`src/rtl/sla_pkg.sv`:
```
// Shared types and constants for the signed lane-sum accumulator.
// Used by the lane, merge and top-level modules; depends on nothing else.
package sla_pkg;

  localparam int IDX_W       = 12;
  localparam int WORD_W      = 32;
  localparam int CODE_W      = 8;
  localparam int NUM_LANES   = 4;
  localparam int SAMPLE_W    = 16;
  localparam int LANE_CODE_W = 2;
  localparam int CONTRIB_W   = SAMPLE_W + 1;
  localparam int LANE_SUM_W  = CONTRIB_W + 2;

  localparam logic [LANE_CODE_W-1:0] LANE_ADD  = 2'd1;
  localparam logic [LANE_CODE_W-1:0] LANE_SUB  = 2'd2;
  localparam logic [LANE_CODE_W-1:0] LANE_BAD  = 2'd3;
  localparam logic [LANE_CODE_W-1:0] LANE_SKIP = 2'd0;

  typedef logic signed [CONTRIB_W-1:0] contrib_t;

  // Merged lane result: act is low for a rejected halfword code.
  typedef struct packed {
    logic              act;
    logic [WORD_W-1:0] delta;
  } delta_t;

  typedef enum logic [1:0] {
    ST_CLEAR,
    ST_IDLE,
    ST_UPDATE
  } state_t;

endpackage

```
`src/rtl/sla_lane.sv`:
```
// One sample lane: turns a sample and its 2-bit code into a signed contribution.
// Depends on sla_pkg.
module sla_lane (
  input  logic [sla_pkg::SAMPLE_W-1:0]    sample,
  input  logic [sla_pkg::LANE_CODE_W-1:0] code,
  output sla_pkg::contrib_t               contrib
);
  import sla_pkg::*;

  logic [CONTRIB_W-1:0] wide;

  assign wide = {1'b0, sample};

  always_comb begin
    case (code)
      LANE_ADD: contrib = wide;
      LANE_SUB: contrib = -wide;
      default:  contrib = '0;
    endcase
  end

endmodule

```
`config.mk`:
```
export PLATFORM = sky130hd
export DESIGN_NAME = sla_lane
export DESIGN_NICKNAME = d
export VERILOG_FILES = /design/src/rtl/sla_pkg.sv /design/src/rtl/sla_lane.sv
export SDC_FILE = /design/constraint.sdc
export NUM_CORES = 1
export LEC_CHECK = 0
export ABC_AREA = 1
export BUFFER_PORTS_ARGS = -buffer_cell sky130_fd_sc_hd__buf_2
export CORE_MARGIN = 1.5
export CORE_UTILIZATION = 50
export DETAILED_ROUTE_END_ITERATION = 6
export PLACE_DENSITY = 0.87
export SYNTH_ARGS = -nofsm -noshare
export SYNTH_HDL_FRONTEND = slang
export SYNTH_SLANG_ARGS = --single-unit
```
`constraint.sdc`:
```
create_clock -name vclk -period 2.1
set_input_delay 0.42 -clock vclk [all_inputs]
set_output_delay 0.42 -clock vclk [all_outputs]
set_load 0.01 [all_outputs]
```
==> impl_metrics.sql, run 1 <==
INSERT INTO impl_metrics (metric_group, metric, value, unit) VALUES
('layout', 'final_util', '70.3', '%'),
('power_and_ir_drop', 'max-vdd-ir-drop', '0.000137', 'V'),
('timing', 'setup_viol', '0', ''),
('clock_network', 'cts_hold_repair.buffers', '0', ''),
('timing', 'tns', '0', 'ps'),
('floorplan', 'floorplan.die_area', '0.00157', 'mm²'),
('placement', 'dp.cells', '191', ''),
('floorplan', 'num_rows', '13', ''),
('floorplan', 'start_util', '52.9', '%'),
('layout', 'antennaDiodeCount', '0', ''),
('global_routing', 'grt_max_degree', '15', ''),
('global_routing', 'antenna_violations_before_repair', '0', ''),
('drt', 'detailedRoute.firstIterationViolations', '38', ''),
('global_routing', 'via_count_of_the_first_global_routing_pass', '799', ''),
('layout', 'final-seq-area', '0', 'µm²'),
('clock_network', 'postCtsSetupBuffers', '0', ''),
('logic_synthesis', 'synthDominantAreaCellType', 'nand2_1', ''),
('worst_hold_path', 'worst_hold_path_type', 'in -> out', ''),
('logic_synthesis', 'post_synth_instance_area', '671', 'µm²'),
('power_and_ir_drop', 'leakagePower', '0.000505', 'µW'),
('layout', 'multi_input_area', '584', 'µm²'),
('global_routing', 'global_route.overflow_total', '0', ''),
('timing', 'finalWorstPathRequiredPeriod', '2020', 'ps'),
('logic_synthesis', 'syn_nets', '160', ''),
('logic_synthesis', 'synth_top_area_share', '27.4', '%'),
('layout', 'mostFrequentLayoutCell', 'nand2_1', ''),
('timing', 'drv_slew', '0', ''),
('drt', 'vias', '1000', ''),
('timing', 'timing_worst_slew_pin_value', '222', 'ps'),
('flow_run', 'max-cap-violations', '0', ''),
('global_routing', 'track_usage', '28.4', '%'),
('power_and_ir_drop', 'fin_total_pwr', '153', 'µW'),
('drt', 'routed_wl', '2.00', 'mm'),
('drt', 'avgViaCountPerCell', '5.24', ''),
('drt', 'detail_route.drc_violations', '0', ''),
('floorplan', 'design.core.area', '0.00127', 'mm²'),
('worst_setup_path', 'cp_data_arrival_time', '1600', 'ps'),
('logic_synthesis', 'synth_area_leaders', 'nand2_1 27%, nand3_1 13%, inv_1 11%', ''),
('timing', 'rsz0062_at_grt', 'false', ''),
('drt', 'dr.pass1.iters', '4', ''),
('power_and_ir_drop', 'p_per_area', '171', 'mW/mm²'),
('layout', 'layout.cells.non_filler', '191', ''),
('placement', 'place.detailed.hpwl', '1.68', 'mm'),
('layout', 'layout.cells.most_common_list', '49 x nand2_1, 35 x buf_2, 20 x inv_1', ''),
('layout', 'final.fill_count', '128', ''),
('global_routing', 'grt_pass1_wl', '3.17', 'mm'),
('global_routing', 'met3_demand_to_capacity_share_in_global_routing', '0', '%'),
('worst_setup_path', 'worstSetupEndpointType', 'primary output', ''),
('floorplan', 'floorplan.io_pins', '35', ''),
('drt', 'final_antenna_net_count', '0', ''),
('outcome', 'outcome', 'completed', ''),
('timing', 'fin_crit_sh', '96.1', '%'),
('layout', 'fin_nets', '199', ''),
('global_routing', 'globalRouteMet2Util', '56.1', '%'),
('logic_synthesis', 'synthesis.area_per_instance', '4.82', 'µm²'),
('worst_setup_path', 'critical_path.startpoint_type', 'input pin', ''),
('timing', 'maxSlewHeadroom', '85.1', '%'),
('layout', 'syn2layout_area_growth', '33.0', '%'),
('logic_synthesis', 'synthDistinctLibCells', '18', ''),
('worst_setup_path', 'setup.worst_path.class', 'in -> out', ''),
('clock_network', 'cts_repair_resize_count', '0', ''),
('logic_synthesis', 'yosys_warnings', '0', ''),
('placement', 'gp_congestion', '0.871', ''),
('worst_setup_path', 'required', '1680', 'ps'),
('placement', 'dpl_worst_slack', '80.9', 'ps'),
('logic_synthesis', 'post_synthesis_cells', '139', ''),
('logic_synthesis', 'synth_seq_area_share', '0', '%'),
('worst_setup_path', 'worst-path-max-fanout', '14', ''),
('drt', 'routed_wire_length_per_instance', '10.5', 'µm'),
('layout', 'sequential_cell_total', '0', ''),
('timing', 'setup_slack', '82.5', 'ps'),
('layout', 'drive_above_1_share', '30.7', '%'),
('global_routing', 'gr-usage-met1', '35.0', '%'),
('placement', 'placement.io_buffers', '35', ''),
('floorplan', 'die_height', '39.6', 'µm'),
('timing', 'fmax', '496', 'MHz'),
('layout', 'clock_buffer_count', '0', ''),
('global_routing', 'global_route.peak_usage_layer', 'met2', ''),
('floorplan', 'floorplan.die.width', '39.6', 'µm'),
('timing', 'number_of_hold_violations_in_the_final_report', '0', '');
## synth_stat cells
| cell type | instances |
|---|---|
| nand3_1 | 18 |
| nor2_4 | 5 |
| nand2_1 | 49 |
| inv_1 | 20 |
| xor2_1 | 1 |
| nand2_4 | 1 |
| o22ai_1 | 2 |
| and2_1 | 1 |
| ha_1 | 3 |
| inv_2 | 1 |
| nor2_1 | 17 |
| nand2_2 | 3 |
| nor2_2 | 6 |
| a21oi_1 | 2 |
| o21ai_0 | 2 |
| o21ai_1 | 6 |
| buf_4 | 1 |
| a211oi_1 | 1 |
## worst paths after layout
kind,startpoint,cells after the start,slack [ps],end
worst max-delay path,code[0],8,80,contrib[16]
worst min-delay path,sample[15],4,1160,contrib[15]
## final cells by class
| cell class | count | share of cell area (%) |
|---|---|---|
| inverters | 21 | 8.84 |
| multi-input cells | 117 | 65.5 |
| well taps | 15 | 2.10 |
| repair buffers | 38 | 23.6 |
## worst max-delay path, stage by stage
cell and delay [ps]:
buf_2 90, inv_1 40, ha_1 370, nor2_2 190, buf_12 160, inv_1 70
a21oi_1 120, buf_2 140
## cell families after synthesis
group                    count (synthesis)  share of synthesized area (%)
AND/OR/NAND/NOR                        100                           69.8
buffers and inverters                   22                           12.9
AO/OA/AOI/OAI                           13                           10.4
adder cells (fa/ha/maj)                  3                           5.60
XOR/XNOR                                 1                           1.31
## metrics by stage
step | cell area [µm²] | hold WS (ps)
floorplan | 671 | 962
global placement | 892 | 1140
detailed placement | 892 | 1160
CTS | 892 | 1160
global route | 892 | 1200
finish | 892 | 1160
## metal layers
layer / vias up / part of all wire [%]
li1: 514 / -
met1: 452 / 43
met4: 0 / 0
met5: - / 0
met2: 34 / 52
met3: 0 / 4.8
## report_power, final
| group | total, µW | internal, µW | switching, µW |
|---|---|---|---|
| sequential | 0 | 0 | 0 |
| combinational | 153 | 59.7 | 93.0 |
| clock | 0 | 0 | 0 |
Power figures use the tool's default switching activity.
==> run 2, diff against run 1 <==
--- a/config.mk
+++ b/config.mk
@@ -14,3 +14,4 @@
 export SYNTH_ARGS = -nofsm -noshare
 export SYNTH_HDL_FRONTEND = slang
 export SYNTH_SLANG_ARGS = --single-unit
+export TNS_END_PERCENT = 10
==> constraint.sdc (replaced) <==
create_clock -name vclk -period 2.57
set_input_delay 0.514 -clock vclk [all_inputs]
set_output_delay 0.514 -clock vclk [all_outputs]
set_load 0.01 [all_outputs]
==> impl_metrics.sql, run 2 (synthesized netlist as in run 1, its figures left out) <==
INSERT INTO impl_metrics (metric_group, metric, value, unit) VALUES
('layout', 'final_util', '69.3', '%'),
('layout', 'final-seq-area', '0', 'µm²'),
('drt', 'final_antenna_net_count', '0', ''),
('timing', 'setup_viol', '0', ''),
('global_routing', 'track_usage', '26.2', '%'),
('drt', 'avgViaCountPerCell', '5.11', ''),
('worst_hold_path', 'worst_hold_path_type', 'in -> out', ''),
('power_and_ir_drop', 'max-vdd-ir-drop', '0.0000837', 'V'),
('layout', 'mostFrequentLayoutCell', 'nand2_1', ''),
('layout', 'fin_nets', '199', ''),
('timing', 'timing_worst_slew_pin_value', '232', 'ps'),
('drt', 'detailedRoute.firstIterationViolations', '23', ''),
('placement', 'placement.io_buffers', '35', ''),
('worst_setup_path', 'worst-path-max-fanout', '8', ''),
('worst_setup_path', 'required', '2060', 'ps'),
('layout', 'sequential_cell_total', '0', ''),
('global_routing', 'global_route.overflow_total', '0', ''),
('global_routing', 'grt_pass1_wl', '2.96', 'mm'),
('worst_setup_path', 'setup.worst_path.class', 'in -> out', ''),
('power_and_ir_drop', 'leakagePower', '0.000503', 'µW'),
('global_routing', 'antenna_violations_before_repair', '0', ''),
('global_routing', 'via_count_of_the_first_global_routing_pass', '770', ''),
('floorplan', 'num_rows', '13', ''),
('timing', 'fin_crit_sh', '85.4', '%'),
('worst_setup_path', 'cp_data_arrival_time', '1680', 'ps'),
('drt', 'dr.pass1.iters', '4', ''),
('timing', 'maxSlewHeadroom', '84.5', '%'),
('clock_network', 'cts_hold_repair.buffers', '0', ''),
('worst_setup_path', 'worstSetupEndpointType', 'primary output', ''),
('timing', 'rsz0062_at_grt', 'false', ''),
('timing', 'number_of_hold_violations_in_the_final_report', '0', ''),
('drt', 'vias', '976', ''),
('placement', 'gp_congestion', '0.930', ''),
('worst_setup_path', 'critical_path.startpoint_type', 'input pin', ''),
('floorplan', 'die_height', '39.6', 'µm'),
('timing', 'fmax', '455', 'MHz'),
('power_and_ir_drop', 'p_per_area', '138', 'mW/mm²'),
('floorplan', 'start_util', '52.9', '%'),
('floorplan', 'floorplan.die_area', '0.00157', 'mm²'),
('layout', 'layout.cells.most_common_list', '49 x nand2_1, 35 x buf_2, 20 x inv_1', ''),
('floorplan', 'design.core.area', '0.00127', 'mm²'),
('layout', 'drive_above_1_share', '30.7', '%'),
('drt', 'detail_route.drc_violations', '0', ''),
('layout', 'postLayoutCellArea', '880', 'µm²'),
('outcome', 'outcome', 'completed', ''),
('drt', 'routed_wl', '1.92', 'mm'),
('layout', 'syn2layout_area_growth', '31.2', '%'),
('timing', 'drv_slew', '0', ''),
('global_routing', 'grt_max_degree', '9', ''),
('flow_run', 'max-cap-violations', '0', ''),
('floorplan', 'floorplan.die.width', '39.6', 'µm'),
('drt', 'routed_wire_length_per_instance', '10.0', 'µm'),
('clock_network', 'cts_repair_resize_count', '0', ''),
('layout', 'antennaDiodeCount', '0', ''),
('layout', 'clock_buffer_count', '0', ''),
('placement', 'placed_area', '880', 'µm²'),
('timing', 'tns', '0', 'ps'),
('floorplan', 'floorplan.io_pins', '35', ''),
('timing', 'finalWorstPathRequiredPeriod', '2200', 'ps'),
('clock_network', 'postCtsSetupBuffers', '0', ''),
('worst_hold_path', 'hold_path_cell_cnt', '4', ''),
('power_and_ir_drop', 'fin_total_pwr', '121', 'µW'),
('placement', 'place.detailed.hpwl', '1.64', 'mm');
run 2: cell types whose count changed in the layout (fill, tap and decap cells not counted):
cell    delta
buf_4      +1
buf_12     -1
run 2: final cells by class:
cell class | instances | area [µm²]
inverters | 21 | 78.8
repair buffers | 38 | 198
fillers | 124 | 389
multi-input cells | 117 | 584
well taps | 15 | 18.8
run 2: path summary, 6_finish.rpt:
check                   from           to  slack [ps]
setup / recovery     code[0]   contrib[3]         370
hold / removal    sample[14]  contrib[14]        1350
run 2: power by group:
part	internal [µW]	leakage (µW)	switching, µW
combinational	46.6	0.000503	74.7
sequential	0	0	0
clock	0	0	0
run 2: worst max-delay path, stage by stage:
cell     delay, ps
buf_2          100
inv_1           40
ha_1           370
nor2_2         150
buf_4          170
inv_1           70
o22ai_1        120
buf_2          150
run 2: through the flow:
step / hold slack [ps] / std cells / worst slack (ps)
finish: 1350 / 191 / 375
global placement: 1330 / 191 / 400
detailed placement: 1350 / 191 / 389
CTS: 1350 / 191 / 382
global route: 1380 / 191 / 252
floorplan: 1150 / 139 / 554
run 2: layer usage:
metal | global-route usage [%] | vias up | wire, µm
li1 | - | 510 | -
met1 | 32.7 | 439 | 854
met2 | 49.6 | 25 | 964
met3 | 0 | 2 | 80
met4 | 4.31 | 0 | 19
met5 | 0 | - | 0
