File: src/rtl/sla_pkg.sv
// Shared types and constants for the signed lane-sum accumulator.
// Used by the lane, merge and top-level modules; depends on nothing else.
package sla_pkg;

  localparam int IDX_W       = 12;
  localparam int WORD_W      = 32;
  localparam int CODE_W      = 8;
  localparam int NUM_LANES   = 4;
  localparam int SAMPLE_W    = 16;
  localparam int LANE_CODE_W = 2;
  localparam int CONTRIB_W   = SAMPLE_W + 1;
  localparam int LANE_SUM_W  = CONTRIB_W + 2;

  localparam logic [LANE_CODE_W-1:0] LANE_ADD  = 2'd1;
  localparam logic [LANE_CODE_W-1:0] LANE_SUB  = 2'd2;
  localparam logic [LANE_CODE_W-1:0] LANE_BAD  = 2'd3;
  localparam logic [LANE_CODE_W-1:0] LANE_SKIP = 2'd0;

  typedef logic signed [CONTRIB_W-1:0] contrib_t;

  // Merged lane result: act is low for a rejected halfword code.
  typedef struct packed {
    logic              act;
    logic [WORD_W-1:0] delta;
  } delta_t;

  typedef enum logic [1:0] {
    ST_CLEAR,
    ST_IDLE,
    ST_UPDATE
  } state_t;

endpackage

File: src/rtl/sla_merge.sv
// Merge stage: adds the lane contributions and decides whether the code acts.
// Depends on sla_pkg.
module sla_merge (
  input  sla_pkg::contrib_t               contrib [sla_pkg::NUM_LANES],
  input  logic                            byte_samples,
  input  logic [sla_pkg::CODE_W-1:0]      code,
  output sla_pkg::delta_t                 result
);
  import sla_pkg::*;

  logic [LANE_SUM_W-1:0] lane_sum;
  logic                  half_ok;

  always_comb begin
    lane_sum = '0;
    for (int k = 0; k < NUM_LANES; k++) begin
      lane_sum = lane_sum + {{(LANE_SUM_W-CONTRIB_W){contrib[k][CONTRIB_W-1]}}, contrib[k]};
    end
  end

  // In halfword mode a lane code of 3, any upper code bit, or an all-zero
  // code means the whole item leaves the accumulator alone.
  assign half_ok = (code[7:4] == 4'd0) && (code[1:0] != LANE_BAD) &&
                   (code[3:2] != LANE_BAD) && (code != '0);

  assign result.act   = byte_samples | half_ok;
  assign result.delta = {{(WORD_W-LANE_SUM_W){lane_sum[LANE_SUM_W-1]}}, lane_sum};

endmodule

File: config.mk
export PLATFORM = sky130hd
export DESIGN_NAME = sla_merge
export DESIGN_NICKNAME = d
export VERILOG_FILES = /design/src/rtl/sla_pkg.sv /design/src/rtl/sla_merge.sv
export SDC_FILE = /design/constraint.sdc
export NUM_CORES = 1
export LEC_CHECK = 0
export BUFFER_PORTS_ARGS = -buffer_cell sky130_fd_sc_hd__buf_2
export CAP_MARGIN = 0
export CELL_PAD_IN_SITES_DETAIL_PLACEMENT = 1
export CELL_PAD_IN_SITES_GLOBAL_PLACEMENT = 2
export CORE_ASPECT_RATIO = 1.4
export CORE_UTILIZATION = 27
export DETAILED_ROUTE_END_ITERATION = 8
export GPL_TIMING_DRIVEN = 0
export PLACE_DENSITY = 0.86
export SETUP_SLACK_MARGIN = 0.15
export SLEW_MARGIN = 10
export SYNTH_ARGS = -nofsm -noshare
export SYNTH_HDL_FRONTEND = slang
export SYNTH_SLANG_ARGS = --single-unit
File: constraint.sdc
create_clock -name vclk -period 5.9
set_clock_uncertainty 0.2 [all_clocks]
set_input_delay 0.295 -clock vclk [all_inputs]
set_output_delay 0.295 -clock vclk [all_outputs]
set_load 0.03 [all_outputs]
==> results of run 1 <==
-- layer usage --
| layer | global-route usage [%] | vias to the layer above |
|---|---|---|
| li1 | - | 1066 |
| met1 | 14.9 | 1006 |
| met2 | 29.5 | 74 |
| met3 | 1.19 | 2 |
| met4 | 0.687 | 0 |
| met5 | 0 | - |
-- where the power goes --
group          total [uW]  internal [uW]  switching [uW]
clock network           0              0               0
registers               0              0               0
logic                1200            433             768
total                1200            433             768
-- synthesized netlist by cell type (all sizes together), types with 3 or more instances --
library cell | number | area [sq um]
xnor2 | 6 | 52.6
nor2 | 10 | 37.5
a21o | 4 | 30.0
ha | 18 | 225
a21oi | 18 | 90.1
nand3 | 8 | 40.0
a211oi | 4 | 40.0
nand2 | 15 | 56.3
o21ai | 9 | 48.8
buf | 16 | 119
xor2 | 6 | 52.6
inv | 99 | 372
fa | 35 | 701
nand4 | 3 | 18.8
-- final timing paths --
| check | slack [ns] | endpoint | startpoint |
|---|---|---|---|
| setup / recovery | 1.53 | result[20] | contrib[11] |
| hold / removal | 0.74 | result[32] | byte_samples |
-- critical path: cells and delay by family --
kind	cells	cell delay (ns)
adders and majority gates	3	1.27
and+or+nand+nor	1	0.08
AOI/OAI and AO/OA	4	1.47
buffers and inverters	6	0.74
-- cells by family (layout without fill, tap and decap cells) --
kind of cell | after synthesis | in the layout
and+or+nand+nor | 46 | 46
adders and majority gates | 53 | 53
muxes | 2 | 2
AOI/OAI and AO/OA | 52 | 52
buffers and inverters | 115 | 225
xor gates and xnor gates | 12 | 12
-- metrics by stage --
| step | utilization, % | total power (uW) | std cells | cell area [sq um] |
|---|---|---|---|---|
| floorplan | - | 910 | 280 | 2120 |
| global placement | 37.4 | 1200 | 487 | 2790 |
| detailed placement | 37.4 | 1220 | 487 | 2790 |
| CTS | 37.4 | 1220 | 487 | 2790 |
| global route | 37.4 | 1320 | 487 | 2790 |
| finish | 37.4 | 1200 | 487 | 2790 |
-- final cells by class --
| class | count | area [sq um] | share of cell area [%] |
|---|---|---|---|
| tap | 97 | 121 | 4.35 |
| buffer | 16 | 119 | 4.26 |
| timing repair buffer | 110 | 551 | 19.7 |
| multi-input combinational | 165 | 1630 | 58.3 |
| inverter | 99 | 372 | 13.3 |
==> key figures, run 1 <==
Status
  • Status: complete, no violations

Clock network
  • Post-CTS setup buffers: 0
  • Post_cts resized: 0
  • Hold Buf Count CTS: 0

Power
  • Pleak: between 0.0015 and 0.002 uW
  • Peak VDD IR: 232 uV
  • Power Density: 431 nW/um^2

Die
  • Starting Density: between 20% and 30%
  • I/O Pins: between 100 and 150
  • Die W: 76.8 um
  • Die area: 8200 sq um
  • FP Rows: 37
  • Die height: 107 um
  • Core footprint: between 7000 and 8000 sq um

Finish
  • Sequential cell count: 0
  • FF+latch area: 0 sq um
  • Clkbuf count: 0
  • Fin nets: 522
  • Fill cells: 972
  • Layout area overhead: 31.8%
  • Share of cells above drive strength 1: 34.1%
  • Commonest cells after routing, fill and taps aside: buf_2, inv_1, fa_1, a21oi_1, ha_1
  • Most common cell after layout, fill and taps aside: buf_2
  • # diodes: 0

STA
  • Slew HR: a little over a third
  • Final setup fails: 0
  • Final hold violations: 0
  • RSZ-0062 raised after global routing: false
  • Crit path time final: ~4.4 ns
  • Hold WS: 0.736 ns
  • Fin crit share: 74.0%
  • Final TNS setup: 0 ns
  • Slew @ Worst Pin: 0.970 ns
  • Final WS setup: around 1.5 ns
  • Fmax: ~230 MHz
  • Max Slew Vio Count: 0

Setup path
  • Crit-path cells: buf_2 -> inv_1 -> fa_1 -> fa_1 -> inv_1 -> ha_1 -> buf_2 -> a21oi_1 -> o21ai_1 -> a21oi_1 -> nand2_1 -> o221ai_1 -> buf_4 -> buf_2
  • Slowest CP cell: o221ai_1
  • Crit path capture type: output pin
  • Most used cell along the critical path: buf_2
  • CP max stage delay: 0.77 ns
  • Critical Path AT: roughly 3.9 ns
  • Worst EP required: between 5 and 6 ns
  • Worst setup SP type: primary input
  • Worst Path Max Fanout: 14
  • Setup CP Type: primary input to output pin

Min path
  • HP Class: primary input to output pin
  • Hold path cells: 3

GRT
  • Grt total ovfl: 0
  • Tot GR Track Use: 13.9%
  • First-pass GRT wire length: 9680 um
  • Initial antenna violation count: 0
  • Vias in the first global route: between 2000 and 2500
  • Largest net degree at the start of global routing: 15

Routing
  • First DRT Iteration DRCs: 30
  • Routed len/inst: 10.6 um
  • DRC: 0
  • Wl on met1: approximately 1900 um
  • Final ANT Viol Nets: 0
  • Pre-antenna DRT Iters: 4
  • DR WL met3: 331 um
  • Vias per inst: ~4.4
  • Max Used Layer: met4
  • Routed wl met2: about 2900 um
  • Final wirelength: about 5200 um
  • Routed vias: ~2100

Yosys
  • Adder-Cell Fraction of Synth Area: ~44%
  • Simple-Gate Fraction of Synth Area: between 10% and 20%
  • Synthesis warning total: 0
  • Main combinational cell family by area after synthesis: adder cells
  • Netlist Area Pre-Place: roughly 2100 sq um
  • Mapped Cells: 280
  • Mean Syn Cell Area: roughly 7.6 sq um
  • Compound-gate portion of the synthesized area: ~17%
  • Xor/xnor share of the synthesized area: about 5.0%
  • Netlist cell types: 43
  • Syn nets: 410
  • Post-synthesis sequential area ratio: 0%
  • Post-synthesis mux area share: less than 1%

Placement
  • Post-place setup slack: ~1.4 ns
  • DP HPWL: roughly 4900 um
  • Port bufs: between 100 and 150
  • GPL Wtd Cong: between 0.8 and 0.9

Run
  • Max cap viols: 0
Note: power is estimated with default switching activity, not from simulation.
==> inputs of run 2 (changes only) <==
--- a/config.mk
+++ b/config.mk
@@ -10,10 +10,10 @@
 export CELL_PAD_IN_SITES_DETAIL_PLACEMENT = 1
 export CELL_PAD_IN_SITES_GLOBAL_PLACEMENT = 2
 export CORE_ASPECT_RATIO = 1.4
-export CORE_UTILIZATION = 27
+export CORE_UTILIZATION = 25
 export DETAILED_ROUTE_END_ITERATION = 8
 export GPL_TIMING_DRIVEN = 0
-export PLACE_DENSITY = 0.86
+export PLACE_DENSITY = 0.8
 export SETUP_SLACK_MARGIN = 0.15
 export SLEW_MARGIN = 10
 export SYNTH_ARGS = -nofsm -noshare
==> constraint.sdc (replaced) <==
create_clock -name vclk -period 4.2
set_clock_uncertainty 0.2 [all_clocks]
set_input_delay 0.21 -clock vclk [all_inputs]
set_output_delay 0.21 -clock vclk [all_outputs]
set_load 0.03 [all_outputs]
==> key figures, run 2 (same netlist as run 1, synthesis figures left out) <==
GRT
  • First-pass GRT wire length: roughly 9600 um
  • Vias in the first global route: roughly 2400
  • Grt total ovfl: 0
  • Largest net degree at the start of global routing: 15
  • Tot GR Track Use: roughly an eighth
  • Initial antenna violation count: 0

Finish
  • Share of cells above drive strength 1: between 30% and 40%
  • Non-Filler Instances: a little under 500
  • Sequential cell count: 0
  • Layout area overhead: 32.9%
  • FF+latch area: 0 sq um
  • Commonest cells after routing, fill and taps aside: buf_2, inv_1, fa_1, a21oi_1, ha_1
  • Fin nets: roughly 520
  • Most common cell after layout, fill and taps aside: buf_2
  • # diodes: 0
  • Fill cells: approximately 1100
  • Clkbuf count: 0
  • Final Util: between 30% and 40%

Power
  • Power Total: between 1500 and 2000 uW
  • Peak VDD IR: just over 300 uV
  • Pleak: about 0.0017 uW
  • Power Density: roughly 610 nW/um^2

Routing
  • Vias per inst: about 4.4
  • Max Used Layer: met3
  • Routed len/inst: roughly 11 um
  • Routed wl met2: about 3000 um
  • Wl on met1: approximately 2000 um
  • Pre-antenna DRT Iters: 4
  • Routed vias: around 2100
  • DR WL met3: roughly 300 um
  • Final wirelength: ~5300 um
  • First DRT Iteration DRCs: 29
  • Final ANT Viol Nets: 0
  • DRC: 0

Setup path
  • Crit path capture type: output pin
  • Worst setup SP type: primary input
  • Crit-path cells: buf_2 -> fa_1 -> fa_1 -> ha_1 -> inv_1 -> fa_1 -> nand2b_1 -> a211oi_2 -> o21ba_2 -> mux2i_1 -> a311oi_1 -> buf_2
  • Setup CP Type: primary input to output pin
  • Slowest CP cell: fa_1
  • Most used cell along the critical path: fa_1
  • Worst Path Max Fanout: 3
  • Worst EP required: between 3 and 4 ns
  • Critical Path AT: 3.35 ns
  • CP max stage delay: between 0.5 and 0.6 ns

Status
  • Status: complete, no violations

Die
  • Starting Density: 25.8%
  • Die area: approximately 8800 sq um
  • Die W: 79.8 um
  • Die height: approximately 110 um
  • I/O Pins: 110
  • FP Rows: 39
  • Core footprint: 8200 sq um

Run
  • Max cap viols: 0

STA
  • Final setup fails: 0
  • Max Slew Vio Count: 0
  • Fmax: ~270 MHz
  • RSZ-0062 raised after global routing: false
  • Slew @ Worst Pin: 0.392 ns
  • Hold WS: about 0.56 ns
  • Crit path time final: about 3.8 ns
  • Final hold violations: 0
  • Fin crit share: 89.5%
  • Slew HR: between 70% and 80%

Placement
  • GPL Wtd Cong: between 0.7 and 0.8
  • Dpl cells: 492
  • DP HPWL: roughly 5000 um
  • Port bufs: between 100 and 150

Min path
  • WHS Endpoint: result[32]
  • Hold path startpoint: byte_samples
  • Hold path cells: 3
  • HP Class: primary input to output pin

Clock network
  • Hold Buf Count CTS: 0
  • Post-CTS setup buffers: 0
==> run 2: cell counts in the layout (fill, tap and decap cells not counted) <==
Identical to the previous run, type by type.
==> run 2: area by class of cell <==
type	count	area, sq um	area share, %
buffer	16	119	4.23
inverter	99	372	13.2
multi-input combinational	165	1640	58.4
tap	102	128	4.54
timing repair buffer	110	551	19.6
==> run 2: power by group <==
part | total, uW | internal, uW | switching, uW | leakage [uW]
Combinational | 1710 | 610 | 1100 | 0.00168
Clock | 0 | 0 | 0 | 0
Sequential | 0 | 0 | 0 | 0
==> run 2: worst max path at each step <==
stage | startpoint | to | slack (ns)
5_1_grt | contrib[11] | result[21] | 0.25
3_3_place_gp | contrib[11] | result[30] | 0.04
6_report | contrib[1] | result[13] | 0.44
2_1_floorplan | contrib[11] | result[19] | 0.15
4_1_cts | contrib[11] | result[30] | 0.27
3_5_place_dp | contrib[11] | result[30] | -0.05
==> run 2: through the flow <==
step                worst slack, ns  area [sq um]  TNS (ns)
finish                        0.440          2810         0
global route                  0.249          2810         0
CTS                           0.271          2800         0
detailed placement          -0.0464          2790    -0.514
global placement             0.0407          2790         0
floorplan                     0.153          2120         0
==> run 2: timing repair <==
item | CTS | global route
setup endpoints to repair | 14 | 13
pin swaps | 0 | 0
endpoints found under the hold margin | 0 | 0
resized for setup | 1 | 1
==> run 2: routing by layer <==
metal	GRT usage [%]	vias up
met2	28.2	70
li1	-	1065
met5	0	-
met1	12.9	1013
met4	0.238	0
met3	0.741	0
==> run 2: critical path, delay by kind of cell <==
kind                     cells  cell delay, ns
adder cells (fa/ha/maj)      4            1.65
buffers and inverters        3            0.43
AO/OA/AOI/OAI                3            0.77
AND/OR/NAND/NOR              1            0.20
multiplexers                 1            0.09
==> inputs of run 3 (changes only) <==
==> config.mk (replaced) <==
export PLATFORM = sky130hd
export DESIGN_NAME = sla_merge
export DESIGN_NICKNAME = d
export VERILOG_FILES = /design/src/rtl/sla_pkg.sv /design/src/rtl/sla_merge.sv
export SDC_FILE = /design/constraint.sdc
export NUM_CORES = 1
export LEC_CHECK = 0
export CAP_MARGIN = 0
export CELL_PAD_IN_SITES_DETAIL_PLACEMENT = 1
export CELL_PAD_IN_SITES_GLOBAL_PLACEMENT = 2
export CORE_ASPECT_RATIO = 1.4
export CORE_UTILIZATION = 36
export DETAILED_ROUTE_END_ITERATION = 8
export DONT_BUFFER_PORTS = 1
export GPL_TIMING_DRIVEN = 0
export PLACE_DENSITY = 0.82
export SETUP_SLACK_MARGIN = 0.2
export SLEW_MARGIN = 10
export SYNTH_ARGS = -nofsm -noshare
export SYNTH_HDL_FRONTEND = slang
export SYNTH_SLANG_ARGS = --single-unit
==> constraint.sdc (replaced) <==
create_clock -name vclk -period 4.2
set_clock_uncertainty 0.2 [all_clocks]
set_input_delay 0.21 -clock vclk [all_inputs]
set_output_delay 0.21 -clock vclk [all_outputs]
set_load 0.005 [all_outputs]
==> key figures, run 3 (same netlist as run 1, synthesis figures left out) <==
STA
  • Slew HR: ~61%
  • Final TNS setup: 0 ns
  • Max Slew Vio Count: 0
  • Final hold violations: 0
  • Final setup fails: 0
  • Crit path time final: 3.64 ns
  • RSZ-0062 raised after global routing: false
  • Fin crit share: 86.6%
  • Fmax: 275 MHz
  • Slew @ Worst Pin: about 0.59 ns

Routing
  • Final ANT Viol Nets: 0
  • Routed vias: 1749
  • Final wirelength: roughly 4400 um
  • Routed len/inst: 12.5 um
  • DRC: 0
  • Vias per inst: a little over 5
  • Pre-antenna DRT Iters: 4
  • First DRT Iteration DRCs: 18

GRT
  • Largest net degree at the start of global routing: 15
  • Tot GR Track Use: between 10 and 15%
  • Vias in the first global route: ~1800
  • First-pass GRT wire length: roughly 7400 um
  • Grt total ovfl: 0
  • Initial antenna violation count: 0

Power
  • Clock Power Share: 0%
  • Net Sw Power: around 560 uW
  • Int Pwr: around 430 uW
  • Sw frac: a little under three fifths
  • Flop pwr share: 0%
  • Peak VDD IR: roughly 130 uV
  • Power Total: 989 uW
  • Combinational fraction of design power: 100.0%
  • Power Density: ~450 nW/um^2
  • Pleak: approximately 0.0012 uW

Status
  • Status: complete, no violations

Setup path
  • Worst EP required: around 3.8 ns
  • Worst Path Max Fanout: 14
  • Setup CP Type: primary input to output pin
  • Critical Path AT: 3.23 ns
  • Crit path capture type: output pin
  • Crit-path cells: inv_1 -> fa_1 -> fa_1 -> inv_1 -> ha_1 -> buf_2 -> a21oi_1 -> o21ai_1 -> a21oi_1 -> nand2_1 -> o221ai_2 -> buf_4
  • CP max stage delay: 0.51 ns
  • Slowest CP cell: fa_1
  • Worst setup SP type: primary input

Placement
  • Port bufs: 0
  • GPL Wtd Cong: 0.826
  • DP HPWL: 4140 um
  • DP Area: 2200 sq um

Die
  • Starting Density: a little under two fifths
  • I/O Pins: 110
  • Die area: approximately 6200 sq um
  • FP Rows: 32
  • Die height: slightly above 90 um
  • Core footprint: between 5000 and 6000 sq um
  • Die W: approximately 67 um

Finish
  • FF+latch area: 0 sq um
  • Commonest cells after routing, fill and taps aside: inv_1, fa_1, a21oi_1, ha_1, nand2_1
  • Share of cells above drive strength 1: approximately 8.6%
  • Fill cells: ~730
  • Clkbuf count: 0
  • Most common cell after layout, fill and taps aside: inv_1
  • Layout area overhead: 4.32%
  • Area taken by multi-input logic gates: 1630 sq um
  • Final instance area: roughly 2200 sq um
  • Sequential cell count: 0
  • # diodes: 0
  • Fin nets: between 400 and 500

Run
  • Max cap viols: 0

Clock network
  • Post-CTS setup buffers: 0

Min path
  • HP Class: primary input to output pin
[run 3: cell types whose count changed in the layout (fill, tap and decap cells not counted), sizes merged]
cell,before,now
buf,126,16
[run 3: path summary, 6_finish.rpt]
check | start | to | slack, ns | cells past startpoint
min | byte_samples | result[32] | 0.31 | 1
max | contrib[11] | result[26] | 0.56 | 12
[run 3: power groups by stage]
stage | clock network [uW] | logic [uW] | registers, uW
2_1_floorplan | 0 | 812 | 0
3_3_place_gp | 0 | 987 | 0
3_5_place_dp | 0 | 1010 | 0
4_1_cts | 0 | 1010 | 0
5_1_grt | 0 | 1130 | 0
6_report | 0 | 989 | 0
[run 3: critical path, delay by kind of cell]
| kind | cells | cell delay (ns) |
|---|---|---|
| fa+ha+maj | 3 | 1.28 |
| buf+inv | 4 | 0.46 |
| compound gates | 4 | 1.18 |
| simple gates | 1 | 0.09 |
[run 3: timing repair]
item                       CTS  global route
hold buffers                 0             0
gates resized for setup      1             0
setup endpoints to repair   13             0
[run 3: metrics by stage]
| step | setup WS [ns] | cells | hold slack (ns) | utilization [%] |
|---|---|---|---|---|
| 6_report | 0.565 | 348 | 0.306 | 39.4 |
| 2_1_floorplan | 0.611 | 280 | 0.302 | - |
| 5_1_grt | 0.294 | 348 | 0.311 | 39.4 |
| 3_5_place_dp | 0.184 | 348 | 0.307 | 39.3 |
| 3_3_place_gp | 0.294 | 348 | 0.307 | 39.3 |
| 4_1_cts | 0.500 | 348 | 0.307 | 39.4 |
[run 3: layout make-up]
class	count	share of cell area [%]
multi-input combinational	165	73.9
tap	68	3.85
buffer	16	5.39
inverter	99	16.8
[run 3: routing by layer]
metal	track usage (%)	up-vias	routed length, um
met5	0	-	0
met3	1.11	2	258
met2	30.3	65	2460
met1	16.0	837	1630
met4	0.355	0	12
li1	-	845	-
